$ cat config.mk
export PLATFORM = sky130hd
export DESIGN_NAME = hid_descriptor_application_classifier_core
export DESIGN_NICKNAME = d
export VERILOG_FILES = /design/src/design/hdac_pkg.sv /design/src/design/hdac_in_reg.sv /design/src/design/hdac_parser.sv /design/src/design/hdac_out_reg.sv /design/src/design/hid_descriptor_application_classifier_core.sv
export SDC_FILE = /design/constraint.sdc
export NUM_CORES = 1
export LEC_CHECK = 0
export ABC_AREA = 1
export BUFFER_PORTS_ARGS = -buffer_cell sky130_fd_sc_hd__buf_2
export CORE_MARGIN = 2
export CORE_UTILIZATION = 50
export CTS_CLUSTER_DIAMETER = 40
export DETAILED_ROUTE_END_ITERATION = 16
export HOLD_SLACK_MARGIN = 0.15
export PLACE_DENSITY = 0.69
export SLEW_MARGIN = 5
export SYNTH_ARGS = -nofsm -noshare
export SYNTH_HDL_FRONTEND = slang
export SYNTH_SLANG_ARGS = --single-unit
export TNS_END_PERCENT = 50
$ cat constraint.sdc
create_clock -name i_clk -period 2.5 [get_ports i_clk]
set_clock_uncertainty 0.2 [all_clocks]
set_input_delay 0.125 -clock i_clk [delete_from_list [all_inputs] [get_ports i_clk]]
set_output_delay 0.125 -clock i_clk [all_outputs]
set_load 0.1 [all_outputs]
$ cat src/design/hdac_pkg.sv
// ----------------------------------------------------------------------------
// hdac_pkg
// Shared types and constants of the HID descriptor application classifier.
// ----------------------------------------------------------------------------
package hdac_pkg;

    localparam int unsigned ByteW  = 8;
    localparam int unsigned ValueW = 32;
    localparam int unsigned LeftW  = 9;

    // Prefix of a long item
    localparam logic [ByteW-1:0] LongPrefix = 8'hFE;

    // Item types
    localparam logic [1:0] KindMain   = 2'd0;
    localparam logic [1:0] KindGlobal = 2'd1;
    localparam logic [1:0] KindLocal  = 2'd2;

    // Item tags
    localparam logic [3:0] TagUsagePage  = 4'h0;
    localparam logic [3:0] TagUsage      = 4'h0;
    localparam logic [3:0] TagCollection = 4'hA;

    // Size code that stands for four data bytes
    localparam logic [1:0] SizeCodeFour = 2'd3;

    // Collection and usage values
    localparam logic [ValueW-1:0] CollApplication    = 32'h0000_0001;
    localparam logic [ValueW-1:0] PageGenericDesktop = 32'h0000_0001;
    localparam logic [ValueW-1:0] UseMouse           = 32'h0000_0002;
    localparam logic [ValueW-1:0] UseJoystick        = 32'h0000_0004;
    localparam logic [ValueW-1:0] UseGamepad         = 32'h0000_0005;
    localparam logic [ValueW-1:0] UseKeyboard        = 32'h0000_0006;

    typedef struct packed {
        logic gamepad;
        logic keyboard;
        logic mouse;
    } t_flags;

    // One descriptor byte held in the input register
    typedef struct packed {
        logic [ByteW-1:0] data;
        logic             last;
    } t_byte_req;

endpackage

$ cat src/design/hdac_in_reg.sv
// ----------------------------------------------------------------------------
// hdac_in_reg
// Input register: holds one descriptor byte until the parser takes it.
// ----------------------------------------------------------------------------
module hdac_in_reg (
    input  logic               i_clk,
    input  logic               i_rst_n,
    input  logic               i_in_valid,
    input  hdac_pkg::t_byte_req i_req,
    output logic               o_in_stall,
    input  logic               i_take,
    output logic               o_req_valid,
    output hdac_pkg::t_byte_req o_req
);
    import hdac_pkg::*;

    logic      r_valid;
    t_byte_req r_req;
    logic      w_accept;

    // Stall only while a held request is not taken this cycle
    assign o_in_stall = r_valid && !i_take;
    assign w_accept   = i_in_valid && !o_in_stall;

    always_ff @(posedge i_clk) begin
        if (!i_rst_n) begin
            r_valid <= 1'b0;
        end else begin
            r_valid <= w_accept || (r_valid && !i_take);
        end
    end

    always_ff @(posedge i_clk) begin
        if (w_accept) begin
            r_req <= i_req;
        end
    end

    assign o_req_valid = r_valid;
    assign o_req       = r_req;

endmodule

$ cat src/design/hdac_parser.sv
// ----------------------------------------------------------------------------
// hdac_parser
// Item decoder: walks the descriptor one byte a cycle while i_go is high,
// tracks usage page and local usage, and raises the application flags.
// ----------------------------------------------------------------------------
module hdac_parser (
    input  logic                  i_clk,
    input  logic                  i_rst_n,
    input  logic                  i_go,
    input  hdac_pkg::t_byte_req   i_req,
    output hdac_pkg::t_flags      o_flags
);
    import hdac_pkg::*;

    typedef enum logic [1:0] {
        PH_PREFIX,
        PH_SHORT,
        PH_LSIZE,
        PH_LSKIP
    } t_phase;

    t_phase            r_phase, n_phase;
    logic [LeftW-1:0]  r_left, n_left;
    logic [1:0]        r_pos, n_pos;
    logic [1:0]        r_kind, n_kind;
    logic [3:0]        r_tag, n_tag;
    logic [ValueW-1:0] r_value, n_value;
    logic [ValueW-1:0] r_page, n_page;
    logic [ValueW-1:0] r_usage, n_usage;
    t_flags            r_flags, n_flags;

    logic              w_finish;
    logic [2:0]        w_size;
    logic [ValueW-1:0] w_lane;
    logic [ByteW-1:0]  w_b;

    assign w_b = i_req.data;

    always_comb begin
        n_phase  = r_phase;
        n_left   = r_left;
        n_pos    = r_pos;
        n_kind   = r_kind;
        n_tag    = r_tag;
        n_value  = r_value;
        n_page   = r_page;
        n_usage  = r_usage;
        n_flags  = r_flags;
        w_finish = 1'b0;
        w_size   = (w_b[1:0] == SizeCodeFour) ? 3'd4 : {1'b0, w_b[1:0]};
        w_lane   = ValueW'(w_b) << {r_pos, 3'b000};

        case (r_phase)
            PH_PREFIX: begin
                if (w_b == LongPrefix) begin
                    n_phase = PH_LSIZE;
                end else begin
                    n_kind  = w_b[3:2];
                    n_tag   = w_b[7:4];
                    n_value = '0;
                    n_pos   = '0;
                    n_left  = LeftW'(w_size);
                    if (w_size == 3'd0) begin
                        w_finish = 1'b1;
                    end else begin
                        n_phase = PH_SHORT;
                    end
                end
            end
            PH_SHORT: begin
                n_value = r_value | w_lane;
                n_pos   = r_pos + 2'd1;
                n_left  = r_left - LeftW'(1);
                w_finish = (n_left == '0);
            end
            PH_LSIZE: begin
                n_left  = LeftW'(w_b) + LeftW'(1);
                n_phase = PH_LSKIP;
            end
            PH_LSKIP: begin
                n_left = r_left - LeftW'(1);
                if (n_left == '0) begin
                    n_phase = PH_PREFIX;
                end
            end
            default: begin
                n_phase = PH_PREFIX;
            end
        endcase

        // Apply a completed item
        if (w_finish) begin
            n_phase = PH_PREFIX;
            if (n_kind == KindGlobal && n_tag == TagUsagePage) begin
                n_page = n_value;
            end else if (n_kind == KindLocal && n_tag == TagUsage) begin
                n_usage = n_value;
            end else if (n_kind == KindMain) begin
                if (n_tag == TagCollection && n_value == CollApplication &&
                    r_page == PageGenericDesktop) begin
                    if (r_usage == UseGamepad || r_usage == UseJoystick) begin
                        n_flags.gamepad = 1'b1;
                    end else if (r_usage == UseKeyboard) begin
                        n_flags.keyboard = 1'b1;
                    end else if (r_usage == UseMouse) begin
                        n_flags.mouse = 1'b1;
                    end
                end
                n_usage = '0;
            end
        end
    end

    always_ff @(posedge i_clk) begin
        if (!i_rst_n || (i_go && i_req.last)) begin
            r_phase <= PH_PREFIX;
            r_left  <= '0;
            r_pos   <= '0;
            r_kind  <= '0;
            r_tag   <= '0;
            r_value <= '0;
            r_page  <= '0;
            r_usage <= '0;
            r_flags <= '0;
        end else if (i_go) begin
            r_phase <= n_phase;
            r_left  <= n_left;
            r_pos   <= n_pos;
            r_kind  <= n_kind;
            r_tag   <= n_tag;
            r_value <= n_value;
            r_page  <= n_page;
            r_usage <= n_usage;
            r_flags <= n_flags;
        end
    end

    // Flags after this byte is decoded
    assign o_flags = n_flags;

endmodule

$ cat src/design/hdac_out_reg.sv
// ----------------------------------------------------------------------------
// hdac_out_reg
// Result register: holds the three flags until the receiver takes them.
// ----------------------------------------------------------------------------
module hdac_out_reg (
    input  logic              i_clk,
    input  logic              i_rst_n,
    input  logic              i_load,
    input  hdac_pkg::t_flags  i_flags,
    input  logic              i_out_stall,
    output logic              o_free,
    output logic              o_out_valid,
    output hdac_pkg::t_flags  o_flags
);
    import hdac_pkg::*;

    logic   r_valid;
    t_flags r_flags;

    assign o_free = !r_valid || !i_out_stall;

    always_ff @(posedge i_clk) begin
        if (!i_rst_n) begin
            r_valid <= 1'b0;
        end else begin
            r_valid <= i_load || (r_valid && i_out_stall);
        end
    end

    always_ff @(posedge i_clk) begin
        if (i_load) begin
            r_flags <= i_flags;
        end
    end

    assign o_out_valid = r_valid;
    assign o_flags     = r_flags;

endmodule

$ cat src/design/hid_descriptor_application_classifier_core.sv
// ----------------------------------------------------------------------------
// hid_descriptor_application_classifier_core
// Classifies an HID report descriptor stream as gamepad, keyboard and mouse.
// ----------------------------------------------------------------------------
//  channel | direction | handshake               | payload
//  --------+-----------+-------------------------+-------------------------------
//  in      | input     | i_in_valid / o_in_stall | i_data_byte, i_last_byte
//  out     | output    | o_out_valid/i_out_stall | o_has_gamepad, _keyboard, _mouse
//
//  One byte a cycle unless a last byte waits: a byte is registered and
//  decoded in the next cycle, a last byte only once the result slot is free,
//  and a last byte places its result in the output register in that same cycle.
//  Reset (synchronous, active low) clears the parser and both valid flags.
//  A stalled result holds only a following last byte; other bytes go on.
// ----------------------------------------------------------------------------
module hid_descriptor_application_classifier_core (
    input  logic                       i_clk,
    input  logic                       i_rst_n,
    input  logic                       i_in_valid,
    output logic                       o_in_stall,
    input  logic [hdac_pkg::ByteW-1:0] i_data_byte,
    input  logic                       i_last_byte,
    output logic                       o_out_valid,
    input  logic                       i_out_stall,
    output logic                       o_has_gamepad,
    output logic                       o_has_keyboard,
    output logic                       o_has_mouse
);
    import hdac_pkg::*;

    t_byte_req w_in_req;
    t_byte_req w_req;
    logic      w_req_valid;
    logic      w_out_free;
    logic      w_go;
    t_flags    w_flags;
    t_flags    w_out_flags;

    assign w_in_req.data = i_data_byte;
    assign w_in_req.last = i_last_byte;

    // Decode a request unless it is a last byte with the result slot full
    assign w_go = w_req_valid && (!w_req.last || w_out_free);

    hdac_in_reg u_in_reg (
        .i_clk       (i_clk),
        .i_rst_n     (i_rst_n),
        .i_in_valid  (i_in_valid),
        .i_req       (w_in_req),
        .o_in_stall  (o_in_stall),
        .i_take      (w_go),
        .o_req_valid (w_req_valid),
        .o_req       (w_req)
    );

    hdac_parser u_parser (
        .i_clk   (i_clk),
        .i_rst_n (i_rst_n),
        .i_go    (w_go),
        .i_req   (w_req),
        .o_flags (w_flags)
    );

    hdac_out_reg u_out_reg (
        .i_clk       (i_clk),
        .i_rst_n     (i_rst_n),
        .i_load      (w_go && w_req.last),
        .i_flags     (w_flags),
        .i_out_stall (i_out_stall),
        .o_free      (w_out_free),
        .o_out_valid (o_out_valid),
        .o_flags     (w_out_flags)
    );

    assign o_has_gamepad  = w_out_flags.gamepad;
    assign o_has_keyboard = w_out_flags.keyboard;
    assign o_has_mouse    = w_out_flags.mouse;

endmodule
==> metrics.csv, run 1 <==
metric;value;unit
global-route wire length before repair;29060;um
DRT antenna net count;0;
critical path type;register to register;
drt total wl;19560;um
Final Max Tran Viols;0;
IO Pins;18;
fillers;1146;
Reg area;2764;um2
Util after Layout;66.09;%
P&R area growth vs syn;28.96;%
Max stage delay cell, worst path;edfxtp_1;
CP endpoint kind;register;
max incr delay on CP;400;ps
antenna violations before repair;0;
CTS root buffer;clkbuf_16;
critical path cell sequence;ha_2 > inv_2 > nor2_4 > nand2_4 > nand2_4 > o21ai_0 > nand2_1 > inv_1 > nand2_4 > a21oi_4 > buf_12 > clkbuf_16 > nand3_1 > nand2_1 > nor2_1;
Adder-Cell Fraction of Synth Area;1.285;%
period utilisation layout;99.49;%
maximum VDD drop;558.7;uV
TNS Setup;0;ps
Die Ht;120.7;um
All-Layer GR Usage;25.07;%
Final setup viols;0;
Row Count;42;
Max Cap Viol;0;
status;completed;
CTS tree;yes;
Sink Count;132;
asr flop ratio synth;0;%
Synth Area in XOR/XNOR;0.2571;%
Least-Margin Pin Slew;679.5;ps
HP Class;input port to register;
Bufs on Longest Clock Path;2;
slack of the worst reg-to-reg path;10;ps
final hold vios;0;
register area share after synthesis;40.54;%
Ant. Diodes;0;
Detailed Routing Iterations Pass 1;5;
Die Span X;120.7;um
Post-synth EDFFs;12;
Max FO, Critical Path;24;
Syn Area/Cell;6.680;um2
vias in the first global route;6071;
main combinational cell family by area after synthesis;simple AND/OR/NAND/NOR gates;
mux cell area share after synthesis;0;%
CP most frequent cell;nand2_4;
vias per inst;5.368;
Wirelength per Cell;15.24;um
Mapped Cells;1020;
Rel. slew slack;54.54;%
static leakage;4.309;nW
Num CTS Buffers;17;
# port buffers;17;
CTS clock-pin slew for the worst setup and hold paths;60;ps
top_reg_cell synth;dfxtp_1;
die area;14580;um2
via count;6893;
DRC;0;
critical path data arrival time;2610;ps
Initial Util;51.25;%
Max Fclk;402.1;MHz
Power Density;669.8;nW/um2
warnings from Yosys;0;
clk_lat worst skew;430;ps
Nets;1115;
Mapped Nets;1040;
hpwl dp;11400;um
Worst Path Required;2620;ps
share of cells above drive strength 1;18.05;%
Post-Syn Area;6814;um2
Multi-input gate area;3518;um2
GR Overflow Total;0;
H-tree depth;4;
synthesis-stage register bit count;132;
post-synth cell types;42;
initial drt markers;624;
Synth Area in Compound Gates;15.99;%
Period minus WS final;2487;ps
element type at the critical path start;register;
largest net degree at the start of global routing;61;
Post-Synth Simple-Gate Area;30.61;%
Placeable Area;13300;um2
gpl congestion;0.8980;
sequential cells by signal, summed over array words and instances, names as in the netlist, 2 cells and up:
signal / flops
u_out_reg.o_flags: 3
u_parser.r_kind: 2
u_parser.r_tag: 4
u_parser.r_usage: 32
u_in_reg.o_req: 9
u_parser.r_value: 32
u_parser.r_flags: 3
u_parser.r_pos: 2
u_parser.r_phase: 2
u_parser.r_left: 9
u_parser.r_page: 32
critical path, delay by kind of cell (launching register included):
family,cells,cell delay (ps)
and+or+nand+nor,8,660
buffers and inverters,4,480
AOI/OAI and AO/OA,2,420
DFF,1,400
adders and majority gates,1,200
layer usage:
metal	GRT usage, %	vias up	wire length [um]
met1	34.00	3143	8778
met4	9.884	0	523
met3	5.283	40	1349
met5	0	-	0
li1	-	3421	-
met2	39.02	289	8910
metrics by stage:
stage | worst slack [ps] | hold slack [ps] | instance area, um2 | power, mW | instances
global route | -96.61 | 208.1 | 8787 | 6.071 | 1284
finish | 12.78 | 208.7 | 8787 | 5.885 | 1284
global placement | -13.43 | 101.3 | 7375 | 2.971 | 1214
detailed placement | -9.512 | 103.7 | 7375 | 2.976 | 1214
floorplan | 62.16 | 23.87 | 6815 | 2.768 | 1020
CTS | 26.40 | 199.0 | 8180 | 5.757 | 1260
synthesized netlist by cell type, types with 2 or more instances:
cell      number  area share, %
a21oi_1       81            5.9
a221oi_1       2           0.26
a31oi_1        3           0.28
buf_1          3           0.17
buf_2         16            1.2
buf_6          9            1.5
clkbuf_1      27            1.5
dfxtp_1      120             35
edfxtp_1      12            5.3
ha_1           7            1.3
inv_1        120            6.6
inv_2          4           0.22
nand2_1      214             12
nand2_2        3           0.28
nand3_1       95            7.0
nand3b_1       3           0.33
nand4_1        5           0.46
nor2_1       172            9.5
nor2_2         4           0.37
nor3_1         3           0.22
o21ai_0       68            5.0
o21ai_1        3           0.22
o21bai_1      26            2.9
or2_2          2           0.18
final timing paths:
path,from,end,depth (start not counted)
worst max-delay path,u_in_reg.o_req[2],u_parser.r_usage[24],15
worst min-delay path,i_last_byte,u_in_reg.o_req[0],2
worst min register to register,u_parser.r_usage[15],u_parser.r_usage[15],2
worst max register to register,u_in_reg.o_req[2],u_parser.r_usage[24],15
cell usage in the layout (no fill, tap or decap), drive strengths merged, types with 2 or more instances in the layout:
cell	instances
clkinv	4
nand3b	3
nand3	96
o21ai	72
o21bai	26
nand4	5
nor3	4
dlygate4sd3	14
edfxtp	12
clkbuf	30
nor2	176
or2	2
nand2	219
bufinv	4
inv	126
a31oi	3
a221oi	2
ha	7
buf	87
clkinvlp	2
a21oi	82
dfxtp	120
layout make-up:
cell class	instances	area share, %
clock buffers	21	5.596
repair buffers	110	13.03
inverters	125	5.454
clock inverters	11	1.922
multi-input cells	709	40.04
flip-flops and latches	132	31.45
well taps	176	2.506
where the power goes:
part | internal (mW) | switching (mW)
combinational | 0.323 | 0.544
sequential | 2.21 | 0.0390
clock | 1.81 | 0.966
what timing repair did:
item,CTS,global route
setup buffers,0,11
hold buffers,14,0
endpoints found under the setup margin,9,73
gates cloned,0,13
resized for setup,1,77
pin swaps,0,22
hold endpoints to repair,31,0
logic make-up (layout without fill, tap and decap cells):
| family | Yosys count | in the layout |
|---|---|---|
| simple gates | 504 | 506 |
| compound gates | 194 | 194 |
| buf+inv | 181 | 267 |
| flops | 132 | 132 |
| fa+ha+maj | 7 | 7 |
| xor+xnor | 2 | 2 |
Note: power is estimated with default switching activity, not from simulation.
==> inputs of run 2 (changes only) <==
- CORE_UTILIZATION: 50 -> 51
- PLACE_DENSITY: 0.69 -> 0.7
==> run 2 against run 1 <==
Die area down 1.9%. Worst hold slack improved by 2.8 ps. Via count decreased by 0.75%. Critical path depth rose by 2. Largest power group unchanged. Highest routed layer unchanged.
==> metrics.csv, run 2 (same netlist as run 1, synthesis figures left out) <==
metric;value;unit;change
status;completed;;
Num CTS Buffers;17;;unchanged
vias per inst;5.353;;-0.29%
gpl congestion;0.9148;;+1.9%
Regs by FF count;u_parser.r_page (32), u_parser.r_usage (32), u_parser.r_value (32);;
drt total wl;19280;um;-1.4%
Ant. Diodes;0;;unchanged
global-route wire length before repair;28840;um;-0.78%
max incr delay on CP;370;ps;-30 ps
Detailed Routing Iterations Pass 1;7;;+2
CTS clock-pin slew for the worst setup and hold paths;60;ps;about the same
crit path buf inv count;4;;unchanged
DRC;0;;unchanged
Final Max Tran Viols;0;;unchanged
largest net degree at the start of global routing;71;;+16%
CTS root buffer;clkbuf_16;;
fin cells;1278;;-0.47%
Period minus WS final;2498;ps;+10.66 ps
Bufs on Longest Clock Path;2;;unchanged
Initial Util;51.87;%;+0.62 points
Max Cap Viol;0;;unchanged
GR Overflow Total;0;;unchanged
critical path data arrival time;2650;ps;+40 ps
Max FO, Critical Path;8;;-67%
HP Class;input port to register;;
Row Count;42;;unchanged
antenna violations before repair;0;;unchanged
most frequent cells in the layout;196 x nand2_1, 162 x nor2_1, 118 x dfxtp_1, 111 x inv_1, 92 x nand3_1;;
Die Ht;119.6;um;-0.95%
RSZ-0062 raised after global routing;yes;;
share of cells above drive strength 1;17.42;%;-0.63 points
clock power share;43.7;%;-3.4 points
Worst Path Required;2650;ps;+30 ps
Final setup viols;0;;unchanged
maximum VDD drop;446.5;uV;-20%
NetSw;1.533;mW;-1.0%
via count;6841;;-0.75%
Power Density;648.9;nW/um2;-3.1%
CTS tree;yes;;
initial drt markers;785;;+26%
Placed Cells;1211;;-0.25%
dpl ws;-38.35;ps;-28.84 ps
Max Fclk;400.3;MHz;-0.43%
switching share of total power;27.44;%;+1.1 points
crit-path leading delay family;simple AND/OR/NAND/NOR gates;;
Int Power;4.054;mW;-6.5%
combinational power share;16.1;%;+1.4 points
commonest non-fill, non-tap cell in the layout;nand2_1;;
H-tree depth;4;;unchanged
P&R area growth vs syn;26.35;%;
Max stage delay cell, worst path;edfxtp_1;;
WHS;211.5;ps;+2.840 ps
Nets;1109;;-0.54%
critical path cell sequence;inv_2 > ha_2 > inv_2 > nor2_4 > nand2_4 > nand2_8 > buf_12 > nand2_4 > nand2_2 > nor2_2 > nand3_1 > nor2_1 > nand2_1 > nor2_1 > buf_4 > nand2_4 > a21oi_2;;
CP endpoint kind;register;;
TNS Setup;0;ps;unchanged
fillers;1132;;-1.2%
critical path type;register to register;;
vias in the first global route;6080;;+0.15%
Die Span X;119.6;um;-0.95%
Wirelength per Cell;15.09;um;-0.97%
final worst slack;2.123;ps;-10.66 ps
Sink Count;132;;unchanged
clk_lat worst skew;430;ps;about the same
All-Layer GR Usage;25.05;%;about the same
element type at the critical path start;register;;
hpwl dp;11300;um;-0.86%
static leakage;4.217;nW;-2.1%
Placeable Area;13140;um2;-1.2%
Rel. slew slack;55.96;%;+1.4 points
final total power;5.587;mW;-5.1%
Reg power frac;40.2;%;+2.1 points
CP most frequent cell;nand2_4;;
Least-Margin Pin Slew;658.2;ps;-21.30 ps
period utilisation layout;99.92;%;+0.43 points
die area;14300;um2;-1.9%
DRT antenna net count;0;;unchanged
final hold vios;0;;unchanged
IO Pins;18;;unchanged
# port buffers;17;;unchanged
-- run 2: changes by cell type in the layout (fill, tap and decap cells not counted), moves of 2 or more --
cell / previous run / this run
nand2_2: 10 / 14
nand2_4: 11 / 8
o21ai_2: 3 / 6
buf_4: 54 / 52
buf_6: 3 / 1
inv_2: 10 / 12
o21ai_0: 64 / 62
bufinv_16: 4 / 1
nor2_1: 158 / 162
nor2_2: 14 / 9
clkbuf_1: 0 / 4
-- run 2: area by class of cell --
cell class                 count  area [um2]  area share [%]
sequential                   132        2765           32.12
inverter                     125       471.7           5.479
clock inverter                 7       70.07          0.8138
multi-input combinational    709        3503           40.69
tap                          176       220.2           2.558
timing repair buffer         104        1072           12.45
clock buffer                  25       506.7           5.886
-- run 2: worst paths after layout --
kind | from | endpoint | slack (ps) | depth (start not counted)
setup reg to reg | u_in_reg.o_req[1] | u_parser.r_flags[2] | 2 | 17
setup / recovery | u_in_reg.o_req[1] | u_parser.r_flags[2] | 2 | 17
hold reg to reg | u_parser.r_usage[0] | u_parser.r_usage[0] | 280 | 2
hold / removal | i_data_byte[3] | u_in_reg.o_req[4] | 210 | 2
-- run 2: metal layers --
layer  vias to the layer above  GRT usage (%)  wire length, um
met5                         -              0                0
met4                         0          10.37              576
met3                        50          4.800             1183
met2                       251          39.57             8972
met1                      3129          33.66             8549
li1                       3411              -                -
-- run 2: worst reg2reg max path, stage by stage (launching register included) --
cell and delay [ps]:
edfxtp_1 370, inv_2 50, ha_2 180, inv_2 70
nor2_4 50, nand2_4 130, nand2_8 110, buf_12 190
nand2_4 70, nand2_2 50, nor2_2 110, nand3_1 110
nor2_1 150, nand2_1 90, nor2_1 130, buf_4 170
nand2_4 60, a21oi_2 140
-- run 2: power groups by stage --
stage	clock network (mW)	logic [mW]	registers [mW]
after floorplan	0	0.476	2.29
after global placement	0	0.686	2.28
after detailed placement	0	0.693	2.29
after CTS	2.47	0.715	2.24
after global routing	2.55	0.977	2.25
final	2.44	0.898	2.25
-- run 2: per-stage QoR --
step                area (um2)  utilization, %
floorplan                 6815               -
global placement          7365           56.06
detailed placement        7365           56.06
CTS                       8077           61.48
global route              8610           65.53
finish                    8610           65.53
-- run 2: timing repair --
| item | 4_1_cts | 5_1_grt |
|---|---|---|
| buffers inserted | 0 | 11 |
| endpoints found under the setup margin | 18 | 77 |
| endpoints found under the hold margin | 45 | 0 |
| gates cloned | 0 | 11 |
| gates resized for setup | 1 | 71 |
| pin swaps | 0 | 19 |
| hold buffers | 13 | 0 |
